### src/design/wtpr_pkg.sv
// Shared constants for the watchdog timeout to prescale reload unit.
`timescale 1ns / 1ps

package wtpr_pkg;

   // Field widths.
   localparam int LSI_W     = 18;
   localparam int TIMEOUT_W = 20;
   localparam int CODE_W    = 3;
   localparam int RELOAD_W  = 12;
   localparam int ACTUAL_W  = 22;
   localparam int CSR_DATA_W = 20;
   localparam int CSR_IDX_W  = 1;

   // Product of counter frequency and timeout.
   localparam int PROD_W = LSI_W + TIMEOUT_W;

   // The shared divider works on dividends of the actual-timeout width.
   localparam int DIV_W = ACTUAL_W;

   // Multiplier digit size in bits.
   localparam int DIGIT_W = 4;

   // Behavioural constants.
   localparam int unsigned RELOAD_MAX        = 4095;
   localparam int unsigned TOP_PRESCALE_CODE = 6;
   localparam int unsigned MS_PER_S          = 1000;

   // A reload fits exactly when the product is below (RELOAD_MAX + 1) * 1000.
   localparam logic [PROD_W-1:0] FIT_LIMIT = PROD_W'((RELOAD_MAX + 1) * MS_PER_S);

   // Register indexes of the configuration port.
   localparam logic [CSR_IDX_W-1:0] CSR_LSI_FREQ    = 1'd0;
   localparam logic [CSR_IDX_W-1:0] CSR_MAX_TIMEOUT = 1'd1;

   // Reset values of the configuration registers.
   localparam logic [LSI_W-1:0]     LSI_RESET  = 18'd32000;
   localparam logic [TIMEOUT_W-1:0] MAXT_RESET = 20'd32760;

   // Status codes.
   localparam logic STATUS_OK    = 1'b0;
   localparam logic STATUS_RANGE = 1'b1;

endpackage

### src/design/wtpr_mul.sv
// Digit-serial shift-and-add multiplier, four multiplier bits per cycle.
`timescale 1ns / 1ps

module wtpr_mul (
   input  logic                               clock,
   input  logic                               reset,
   input  logic                               start,
   input  logic [wtpr_pkg::LSI_W-1:0]         multiplicand,
   input  logic [wtpr_pkg::TIMEOUT_W-1:0]     multiplier,
   output logic                               done,
   output logic [wtpr_pkg::PROD_W-1:0]        product
);
   import wtpr_pkg::*;

   localparam int STEPS = (TIMEOUT_W + DIGIT_W - 1) / DIGIT_W;
   localparam int CNT_W = $clog2(STEPS + 1);
   localparam int SH_W  = STEPS * DIGIT_W;

   logic                      busy_ff, busy_in;
   logic                      done_ff, done_in;
   logic [CNT_W-1:0]          cnt_ff, cnt_in;
   logic [PROD_W-1:0]         acc_ff, acc_in;
   logic [SH_W-1:0]           sh_ff, sh_in;
   logic [LSI_W-1:0]          mcand_ff, mcand_in;
   logic [LSI_W+DIGIT_W-1:0]  partial;

   assign partial = {{DIGIT_W{1'b0}}, mcand_ff} * {{LSI_W{1'b0}}, sh_ff[SH_W-1 -: DIGIT_W]};

   always_comb begin
      busy_in  = busy_ff;
      done_in  = 1'b0;
      cnt_in   = cnt_ff;
      acc_in   = acc_ff;
      sh_in    = sh_ff;
      mcand_in = mcand_ff;
      if (start) begin
         busy_in  = 1'b1;
         cnt_in   = CNT_W'(STEPS);
         acc_in   = '0;
         sh_in    = SH_W'(multiplier);
         mcand_in = multiplicand;
      end else if (busy_ff) begin
         // Most significant digit first: shift the sum up and add the next partial product.
         acc_in = (acc_ff << DIGIT_W) + PROD_W'(partial);
         sh_in  = sh_ff << DIGIT_W;
         cnt_in = cnt_ff - CNT_W'(1);
         if (cnt_ff == CNT_W'(1)) begin
            busy_in = 1'b0;
            done_in = 1'b1;
         end
      end
   end

   always_ff @(posedge clock) begin
      if (reset) begin
         busy_ff <= 1'b0;
         done_ff <= 1'b0;
         cnt_ff  <= '0;
      end else begin
         busy_ff <= busy_in;
         done_ff <= done_in;
         cnt_ff  <= cnt_in;
      end
      acc_ff   <= acc_in;
      sh_ff    <= sh_in;
      mcand_ff <= mcand_in;
   end

   assign done    = done_ff;
   assign product = acc_ff;

endmodule

### src/design/wtpr_div.sv
// Restoring divider producing one quotient bit per cycle.
`timescale 1ns / 1ps

module wtpr_div (
   input  logic                          clock,
   input  logic                          reset,
   input  logic                          start,
   input  logic [wtpr_pkg::DIV_W-1:0]    dividend,
   input  logic [wtpr_pkg::LSI_W-1:0]    divisor,
   output logic                          done,
   output logic [wtpr_pkg::DIV_W-1:0]    quotient
);
   import wtpr_pkg::*;

   localparam int CNT_W = $clog2(DIV_W + 1);

   logic                 busy_ff, busy_in;
   logic                 done_ff, done_in;
   logic [CNT_W-1:0]     cnt_ff, cnt_in;
   logic [LSI_W-1:0]     rem_ff, rem_in;
   logic [DIV_W-1:0]     quo_ff, quo_in;
   logic [LSI_W-1:0]     dvs_ff, dvs_in;
   logic [LSI_W:0]       shifted;
   logic [LSI_W+1:0]     trial;

   assign shifted = {rem_ff, quo_ff[DIV_W-1]};
   assign trial   = {1'b0, shifted} - {2'b00, dvs_ff};

   always_comb begin
      busy_in = busy_ff;
      done_in = 1'b0;
      cnt_in  = cnt_ff;
      rem_in  = rem_ff;
      quo_in  = quo_ff;
      dvs_in  = dvs_ff;
      if (start) begin
         busy_in = 1'b1;
         cnt_in  = CNT_W'(DIV_W);
         rem_in  = '0;
         quo_in  = dividend;
         dvs_in  = divisor;
      end else if (busy_ff) begin
         // The remainder stays below the divisor, so it always fits LSI_W bits.
         if (trial[LSI_W+1]) begin
            rem_in = shifted[LSI_W-1:0];
            quo_in = {quo_ff[DIV_W-2:0], 1'b0};
         end else begin
            rem_in = trial[LSI_W-1:0];
            quo_in = {quo_ff[DIV_W-2:0], 1'b1};
         end
         cnt_in = cnt_ff - CNT_W'(1);
         if (cnt_ff == CNT_W'(1)) begin
            busy_in = 1'b0;
            done_in = 1'b1;
         end
      end
   end

   always_ff @(posedge clock) begin
      if (reset) begin
         busy_ff <= 1'b0;
         done_ff <= 1'b0;
         cnt_ff  <= '0;
      end else begin
         busy_ff <= busy_in;
         done_ff <= done_in;
         cnt_ff  <= cnt_in;
      end
      rem_ff <= rem_in;
      quo_ff <= quo_in;
      dvs_ff <= dvs_in;
   end

   assign done     = done_ff;
   assign quotient = quo_ff;

endmodule

### src/design/watchdog_timeout_to_prescale_reload_unit.sv
// Top level: turns a watchdog timeout in milliseconds into prescaler code, reload and achieved timeout.
`timescale 1ns / 1ps

// One request transaction yields one response transaction. The prescaler search tries codes from
// zero upwards, each in the four-bit-per-cycle multiplier; the reload (product divided by 1000)
// and the achieved timeout (1000 times reload divided by the counter frequency) then each take a
// pass through the shared one-bit-per-cycle divider. A reload saturated at the top code skips the
// first division, a zero counter frequency skips the second, and an out-of-range request goes
// straight to the done state, from which its response is registered. The unit is ready for the
// next request from the cycle after its response has been loaded, so it handles one request at
// a time; while an earlier response still waits on the output, the finished one is held back
// until it leaves. Configuration writes are taken at any time but must only be issued while no
// request is in flight.
module watchdog_timeout_to_prescale_reload_unit (
   input  logic                              clock,
   input  logic                              reset,
   // Request: timeout_ms in bits 19:0.
   input  logic                              req_tvalid,
   output logic                              req_tready,
   input  logic [23:0]                       req_tdata,
   // Response tdata: prescale_code [2:0], reload_value [14:3], actual_timeout_ms [36:15].
   output logic                              rsp_tvalid,
   input  logic                              rsp_tready,
   output logic [39:0]                       rsp_tdata,
   // Response tuser: status [0].
   output logic                              rsp_tuser,
   input  logic                              csr_valid,
   output logic                              csr_ready,
   input  logic [wtpr_pkg::CSR_IDX_W-1:0]    csr_index,
   input  logic [wtpr_pkg::CSR_DATA_W-1:0]   csr_data
);
   import wtpr_pkg::*;

   typedef enum logic [2:0] {
      S_IDLE,
      S_MUL,
      S_DIVR,
      S_DIVA,
      S_DONE
   } state_type;

   state_type               state_ff, state_in;
   logic [LSI_W-1:0]        lsi_ff, lsi_in;
   logic [TIMEOUT_W-1:0]    maxt_ff, maxt_in;
   logic [TIMEOUT_W-1:0]    t_ff, t_in;
   logic [LSI_W-1:0]        freq_ff, freq_in;
   logic [CODE_W-1:0]       code_ff, code_in;
   logic [RELOAD_W-1:0]     reload_ff, reload_in;
   logic [ACTUAL_W-1:0]     actual_ff, actual_in;
   logic                    status_ff, status_in;
   logic                    mul_start_ff, mul_start_in;
   logic                    div_start_ff, div_start_in;
   logic [DIV_W-1:0]        dividend_ff, dividend_in;
   logic [LSI_W-1:0]        divisor_ff, divisor_in;
   logic                    rsp_valid_ff, rsp_valid_in;
   logic [39:0]             rsp_data_ff, rsp_data_in;
   logic                    rsp_user_ff, rsp_user_in;

   logic                    mul_done;
   logic [PROD_W-1:0]       product;
   logic                    div_done;
   logic [DIV_W-1:0]        quotient;
   logic [TIMEOUT_W-1:0]    req_timeout;

   // Multiplying by 1000 as 1024 - 16 - 8.
   function automatic logic [DIV_W-1:0] times_ms(input logic [RELOAD_W-1:0] r);
      logic [DIV_W-1:0] w;
      w = DIV_W'(r);
      return (w << 10) - (w << 4) - (w << 3);
   endfunction

   wtpr_mul u_mul (
      .clock        (clock),
      .reset        (reset),
      .start        (mul_start_ff),
      .multiplicand (freq_ff),
      .multiplier   (t_ff),
      .done         (mul_done),
      .product      (product)
   );

   wtpr_div u_div (
      .clock    (clock),
      .reset    (reset),
      .start    (div_start_ff),
      .dividend (dividend_ff),
      .divisor  (divisor_ff),
      .done     (div_done),
      .quotient (quotient)
   );

   assign req_timeout = req_tdata[TIMEOUT_W-1:0];
   assign req_tready  = (state_ff == S_IDLE);
   assign csr_ready   = 1'b1;

   always_comb begin
      state_in     = state_ff;
      lsi_in       = lsi_ff;
      maxt_in      = maxt_ff;
      t_in         = t_ff;
      freq_in      = freq_ff;
      code_in      = code_ff;
      reload_in    = reload_ff;
      actual_in    = actual_ff;
      status_in    = status_ff;
      mul_start_in = 1'b0;
      div_start_in = 1'b0;
      dividend_in  = dividend_ff;
      divisor_in   = divisor_ff;
      rsp_valid_in = rsp_valid_ff && !rsp_tready;
      rsp_data_in  = rsp_data_ff;
      rsp_user_in  = rsp_user_ff;

      if (csr_valid) begin
         unique case (csr_index)
            CSR_LSI_FREQ:    lsi_in  = csr_data[LSI_W-1:0];
            CSR_MAX_TIMEOUT: maxt_in = csr_data[TIMEOUT_W-1:0];
            default: ;
         endcase
      end

      unique case (state_ff)
         S_IDLE: begin
            if (req_tvalid) begin
               t_in      = req_timeout;
               code_in   = '0;
               freq_in   = lsi_ff >> 2;
               reload_in = '0;
               actual_in = '0;
               if (req_timeout == '0 || req_timeout > maxt_ff) begin
                  status_in = STATUS_RANGE;
                  state_in  = S_DONE;
               end else begin
                  status_in    = STATUS_OK;
                  mul_start_in = 1'b1;
                  state_in     = S_MUL;
               end
            end
         end
         S_MUL: begin
            if (mul_done) begin
               if (product < FIT_LIMIT) begin
                  dividend_in  = product[DIV_W-1:0];
                  divisor_in   = LSI_W'(MS_PER_S);
                  div_start_in = 1'b1;
                  state_in     = S_DIVR;
               end else if (code_ff == CODE_W'(TOP_PRESCALE_CODE)) begin
                  // Saturated at the top code; the frequency is non-zero here.
                  reload_in    = RELOAD_W'(RELOAD_MAX);
                  dividend_in  = times_ms(RELOAD_W'(RELOAD_MAX));
                  divisor_in   = freq_ff;
                  div_start_in = 1'b1;
                  state_in     = S_DIVA;
               end else begin
                  code_in      = code_ff + CODE_W'(1);
                  freq_in      = freq_ff >> 1;
                  mul_start_in = 1'b1;
               end
            end
         end
         S_DIVR: begin
            if (div_done) begin
               reload_in = quotient[RELOAD_W-1:0];
               if (freq_ff == '0) begin
                  actual_in = '0;
                  state_in  = S_DONE;
               end else begin
                  dividend_in  = times_ms(quotient[RELOAD_W-1:0]);
                  divisor_in   = freq_ff;
                  div_start_in = 1'b1;
                  state_in     = S_DIVA;
               end
            end
         end
         S_DIVA: begin
            if (div_done) begin
               actual_in = quotient[ACTUAL_W-1:0];
               state_in  = S_DONE;
            end
         end
         S_DONE: begin
            if (!rsp_valid_ff || rsp_tready) begin
               rsp_valid_in = 1'b1;
               rsp_user_in  = status_ff;
               rsp_data_in  = {3'b000, actual_ff, reload_ff, code_ff};
               state_in     = S_IDLE;
            end
         end
         default: state_in = S_IDLE;
      endcase
   end

   always_ff @(posedge clock) begin
      if (reset) begin
         state_ff     <= S_IDLE;
         lsi_ff       <= LSI_RESET;
         maxt_ff      <= MAXT_RESET;
         mul_start_ff <= 1'b0;
         div_start_ff <= 1'b0;
         rsp_valid_ff <= 1'b0;
      end else begin
         state_ff     <= state_in;
         lsi_ff       <= lsi_in;
         maxt_ff      <= maxt_in;
         mul_start_ff <= mul_start_in;
         div_start_ff <= div_start_in;
         rsp_valid_ff <= rsp_valid_in;
      end
      t_ff        <= t_in;
      freq_ff     <= freq_in;
      code_ff     <= code_in;
      reload_ff   <= reload_in;
      actual_ff   <= actual_in;
      status_ff   <= status_in;
      dividend_ff <= dividend_in;
      divisor_ff  <= divisor_in;
      rsp_data_ff <= rsp_data_in;
      rsp_user_ff <= rsp_user_in;
   end

   assign rsp_tvalid = rsp_valid_ff;
   assign rsp_tdata  = rsp_data_ff;
   assign rsp_tuser  = rsp_user_ff;

endmodule

### config.mk
export PLATFORM = sky130hd
export DESIGN_NAME = watchdog_timeout_to_prescale_reload_unit
export DESIGN_NICKNAME = d
export VERILOG_FILES = /design/src/design/wtpr_pkg.sv /design/src/design/wtpr_mul.sv /design/src/design/wtpr_div.sv /design/src/design/watchdog_timeout_to_prescale_reload_unit.sv
export SDC_FILE = /design/constraint.sdc
export NUM_CORES = 1
export LEC_CHECK = 0
export BUFFER_PORTS_ARGS = -buffer_cell sky130_fd_sc_hd__buf_2
export CAP_MARGIN = 20
export CORE_MARGIN = 2
export CORE_UTILIZATION = 50
export DETAILED_ROUTE_END_ITERATION = 12
export GPL_TIMING_DRIVEN = 1
export PLACE_DENSITY = 0.7
export SYNTH_ARGS = -nofsm -noshare
export SYNTH_HDL_FRONTEND = slang
export SYNTH_SLANG_ARGS = --single-unit
### constraint.sdc
create_clock -name clock -period 9.3 [get_ports clock]
set_input_delay 0.465 -clock clock [delete_from_list [all_inputs] [get_ports clock]]
set_output_delay 0.465 -clock clock [all_outputs]
set_load 0.05 [all_outputs]
Word level (Yosys, flattened, before mapping):

Index checks and enable logic that the tools add are counted.

* bitwise operators: 3
* $add $sub $neg: 7
* shift-type cells: 0
* $lt $le $gt $ge: 2
* div/mod/pow operators: 0
* mux-type cells: 76
* multipliers: 1
* equal/unequal tests: 18
* reductions and logical operators: 27

Operator list (number)
* $mux W22: 11
* $mux W18: 10
* $pmux W18 S2: 2
* $pmux W22 S3: 1
* $mux W12: 5
* $mux W3: 15
* $pmux W22 S2: 1
* $mux W20: 2
* $add A38 B22 Y38: 1
* $lt A38 B22 Y1 const B: 1
* $pmux W12 S3: 1
* $mul A18 B4 Y22: 1
* $mux W1: 22
* $sub A22 B15 Y22: 1
* $sub A22 B16 Y22: 1
* $gt A20 B20 Y1: 1
* $logic_not A20 Y1: 1
* $sub A19 B18 Y20: 1
* $logic_not A18 Y1: 1
* $pmux W3 S5: 1
* $reduce_and A5 Y1: 3
* $ne A2 B2 Y1 const B: 7
* $reduce_and A6 Y1: 2
* $mux W5: 2
* other kinds (21): 40

* input bits: 50
* word-level logic and storage cells: 164
* output and inout bits: 44
* bits in latches: 0
* register bits: 344
* memories kept: 0
* memory bits (writable): 0
* memory bits (read-only): 0

Depth between registers and ports, before layout:

* word-level depth: 5
* mapped depth: 17

Modules after synthesis:

From an unflattened synthesis, not the netlist that was laid out.

* cell total of the unflattened synthesis: 1772
* area total of the unflattened synthesis: 18768.0 µm²

By module, submodules not included
* watchdog_timeout_to_prescale_reload_unit: cells each 801, instances 1, area each 8952.3 µm²
* wtpr_mul: cells each 619, instances 1, area each 6048.3 µm²
* wtpr_div: cells each 352, instances 1, area each 3767.4 µm²

Worst setup path after synthesis:

OpenSTA, ideal clock, no wires.

* path type: flip-flop to flip-flop
* from: register u_mul.sh_ff[19]
* to: register u_mul.acc_ff[36], in the netlist u_mul.product[36]
* arrival time: 4.372 ns
* required time: 9.214 ns
* setup slack: 4.842 ns
* cell stages (with the launch flop): 18
* library setup time: 0.086 ns
* cells stage by stage: edfxtp_1 -> clkbuf_1 -> and2_1 -> fa_1 -> fa_1 -> inv_1 -> fa_1 -> inv_1 -> ha_1 -> buf_2 -> a21o_1 -> o21bai_1 -> or3_1 -> a221oi_2 -> a21oi_2 -> nor3b_2 -> xnor2_1 -> a211oi_1

* cells in the longest elaborated chain, start to end: 2

RTL lines
* start, declared: line wtpr_mul.sv:23 `logic [SH_W-1:0] sh_ff, sh_in;`
* start signal, assigned: line wtpr_mul.sv:65 `sh_ff <= sh_in;`
* $mul A18 B4 Y22: line wtpr_mul.sv:27 `assign partial = {{DIGIT_W{1'b0}}, mcand_ff} * {{LSI_W{1'b0}}, sh_ff[SH_W-1 -: DIGIT_W]};`
* $add A38 B22 Y38: line wtpr_mul.sv:44 `acc_in = (acc_ff << DIGIT_W) + PROD_W'(partial);`
* end signal, assigned: line wtpr_mul.sv:64 `acc_ff <= acc_in;`
* end, declared: line wtpr_mul.sv:22 `logic [PROD_W-1:0] acc_ff, acc_in;`

No other way between the ends.
A chain may end at the register's enable or synchronous reset.

Final worst setup path:

* from: register u_mul.sh_ff[17]
* to: register u_mul.acc_ff[36], in the netlist u_mul.product[36]

The elaborated chain is that of the path after synthesis.

==> impl_metrics.env <==
export IMPL_status="complete, no violations"
export IMPL_finalHoldViolCount=0
export IMPL_cts_tree="done"
export IMPL_reg2reg_depth=15
export IMPL_cellPowerDensity_nw_per_um2=291.8
export IMPL_synth_area_leaders="edfxtp_1, dfxtp_1, ha_1"
export IMPL_synthCells=1628
export IMPL_row_count=68
export IMPL_fin_skew_ns=0.01687
export IMPL_r2r_start="u_mul.sh_ff[17]"
export IMPL_relSlewSlack=0.2786
export IMPL_port_buffer_count=85
export IMPL_slew_viol_final=0
export IMPL_ys_types=77
export IMPL_whs_path_depth=1
export IMPL_cp_num_buf_inv=2
export IMPL_num_vias=11854
export IMPL_power_frac_clock=0.240
export IMPL_ys_warn_count=0
export IMPL_critical_path_max_stage_delay_ns=0.60
export IMPL_path_clk_slew_ns=0.06
export IMPL_design_area_um2=19610
export IMPL_min_period_ns=4.878
export IMPL_worstSkewPairLatency_ns=0.52
export IMPL_startpoint_type="flip-flop"
export IMPL_seqPwrFrac=0.394
export IMPL_hold_path_end="t_ff[0]"
export IMPL_dp_cells=2117
export IMPL_crit_required_ns=9.71
export IMPL_pin_count=94
export IMPL_dieArea_um2=36630
export IMPL_tightest_slew_ns=1.082
export IMPL_rsz0062_at_grt="no"
export IMPL_grt_pass1_vias=11442
export IMPL_grt_max_degree=74
export IMPL_yosysSeqAreaShare=0.5085
export IMPL_gp_congestion=0.8538
export IMPL_cpMaxStageDelayCell="edfxtp_1"
export IMPL_drc=0
export IMPL_peakVddDrop_v=0.0002138
export IMPL_p_int_mw=3.613
export IMPL_drt_initial_drc_count=830
export IMPL_place_area_um2=18430
export IMPL_root_buffer="clkbuf_16"
export IMPL_htree_num_levels=2
export IMPL_cts_buffers=37
export IMPL_grt_pass1_wl_um=59110
export IMPL_comb_power_share=0.366
export IMPL_layout_drive_gt1_share=0.1202
export IMPL_critPathMaxFanout=16
export IMPL_postSynthAreaPerCell_um2=10.79
export IMPL_viasPerCell=5.423
export IMPL_place_hpwl_um=26490
export IMPL_setup_viol=0
export IMPL_n_fill_cell=2971
export IMPL_arrival_ns=5.29
export IMPL_wl_per_cell_um=16.63
export IMPL_power_switching_mw=2.109
export IMPL_ys_flop_type="edfxtp_1"
export IMPL_maxCapViolations=0
export IMPL_wirelength_um=36360
export IMPL_clk_path_buf_depth=3
export IMPL_fin_nets=1897
export IMPL_ant_nets=0
export IMPL_grt_total_usage=0.2019
export IMPL_num_antenna_cells=0
export IMPL_end_kind="flip-flop"
export IMPL_clock_sinks=334
export IMPL_cts_resized=0
export IMPL_fmax_ghz=0.2050
export IMPL_fin_crit_sh=0.5246
export IMPL_path_delay_family="adder cells"
export IMPL_r2r_slack_ns=4.42
export IMPL_overflow=0
export IMPL_synth_edff_count=224
export IMPL_postSynth_asyncResetShare=0
export IMPL_synth_seq_cells=334
export IMPL_p_leak_nw=7.947
export IMPL_cts_setup_buffers=0
export IMPL_startpoint="u_mul.sh_ff[17]"
export IMPL_worst_path_most_repeated_cell="fa_1"
export IMPL_die_w_um=191.4
export IMPL_start_util=0.5083
export IMPL_area_delta_synth_final_pct=11.66
export IMPL_yosysTopAreaCell="edfxtp_1"
export IMPL_fin_setup_tns_ns=0
export IMPL_fin_cells=2186
export IMPL_syn_cell_area_um2=17560
export IMPL_reg2reg_to="u_mul.product[36]"
export IMPL_crit_path_cell_trace="and2_1, fa_1, fa_1, inv_1, fa_1, inv_1, ha_1, a21oi_1, a211oi_1, or3_1, a221oi_2, a21oi_2, nor3b_2, xnor2_1, a211oi_1"
export IMPL_antenna_found_initial=0
export IMPL_min_delay_start="req_tdata[0]"
export IMPL_critical_path_class="flip-flop to flip-flop"
export IMPL_core_area_um2=34540
export IMPL_firstDrtPassIters=5
export IMPL_cts_hold_buf=0
export IMPL_yosys_area_top_type_share=0.3831
export IMPL_swShare=0.3686
export IMPL_hold_class="input port to flip-flop"
export IMPL_die_height_um=191.4
-- kinds of logic after synthesis --
logic type | share of synthesized area
and+or+nand+nor | 0.1555
DFF | 0.5085
AOI/OAI and AO/OA | 0.1053
buffers and inverters | 0.04390
adders and majority gates | 0.1236
xor gates and xnor gates | 0.03192
muxes | 0.03093
other | 0.0004277
-- final cells by class --
cell class                 instances  area (um^2)  share of cell area
timing repair buffer             100        565.5             0.02885
clock inverter                    25        180.2            0.009190
multi-input combinational       1097         7905              0.4032
sequential                       334         8931              0.4555
clock buffer                      42        954.7             0.04869
inverter                         133        499.2             0.02546
tap                              455        569.3             0.02904
-- per-layer routing --
layer,vias to the layer above,wire [um],GRT usage,part of all wire
met4,0,922,0.05888,0.025
li1,5810,-,-,-
met1,5643,16830,0.2821,0.46
met3,73,1775,0.02497,0.049
met5,-,0,0,0
met2,328,16840,0.3306,0.46
-- synthesized netlist by cell type (7+ instances only) --
master	n
ha_1	95
inv_1	131
mux2_2	25
a21oi_1	72
xor2_1	23
nor2b_1	12
o22ai_1	8
nor2_1	107
dfxtp_1	110
nand2b_1	27
a211oi_1	25
clkbuf_1	52
fa_1	49
buf_1	7
nand2_1	189
nor3_1	27
o21ai_0	52
nand3_1	21
edfxtp_1	224
a21o_1	22
and2_1	98
mux2i_1	25
a31oi_1	8
o21a_1	20
nor4_1	18
and3_1	8
o211ai_1	19
nand4_1	10
xnor2_1	41
o21ai_1	14
-- power by group through the flow --
stage | sequential [mW] | clock [mW] | combinational, mW
6_report | 2.25 | 1.37 | 2.09
5_1_grt | 2.30 | 1.46 | 2.37
4_1_cts | 2.26 | 1.40 | 2.10
3_5_place_dp | 2.28 | 0 | 2.09
3_3_place_gp | 2.27 | 0 | 2.04
2_1_floorplan | 2.30 | 0 | 1.56
-- flip-flops by register name, indices dropped and copies added (netlist names), 3 cells and up --
signal	cells
rsp_tdata	37
u_div.dvs_ff	16
u_mul.cnt_ff	3
u_mul.product	38
lsi_ff	16
divisor_ff	16
t_ff	20
actual_ff	22
maxt_ff	20
reload_ff	12
u_div.rem_ff	18
u_mul.mcand_ff	16
freq_ff	16
u_div.cnt_ff	5
u_mul.sh_ff	20
state_ff	3
u_div.quotient	22
code_ff	3
dividend_ff	22
-- cell usage in the layout, fill, tap and decap left out, drive strengths merged, types with 41 or more instances in the layout --
| cell type | instances |
|---|---|
| buf | 100 |
| and2 | 99 |
| edfxtp | 224 |
| inv | 136 |
| clkbuf | 42 |
| nor2 | 107 |
| fa | 49 |
| o21ai | 66 |
| dfxtp | 110 |
| nand2 | 190 |
| xnor2 | 41 |
| a21oi | 73 |
| ha | 95 |
-- through the flow --
stage	hold slack, ns	setup WS [ns]	power, mW	util
6_report	0.1627	4.422	5.721	0.5676
5_1_grt	0.1537	4.163	6.125	0.5676
4_1_cts	0.1446	4.451	5.759	0.5663
3_5_place_dp	0.4045	4.454	4.372	0.5335
3_3_place_gp	0.4031	4.565	4.310	0.5333
2_1_floorplan	0.4003	4.842	3.857	-
-- worst max path at each step --
| stage | cells after the start | slack [ns] | end |
|---|---|---|---|
| 2_1_floorplan | 17 | 4.84 | u_mul.product[36] |
| 6_report | 15 | 4.42 | u_mul.product[36] |
| 3_3_place_gp | 15 | 4.57 | u_mul.product[36] |
| 5_1_grt | 15 | 4.16 | u_mul.product[36] |
| 3_5_place_dp | 15 | 4.45 | u_mul.product[36] |
| 4_1_cts | 15 | 4.45 | u_mul.product[36] |
Note: power is estimated with default switching activity, not from simulation.
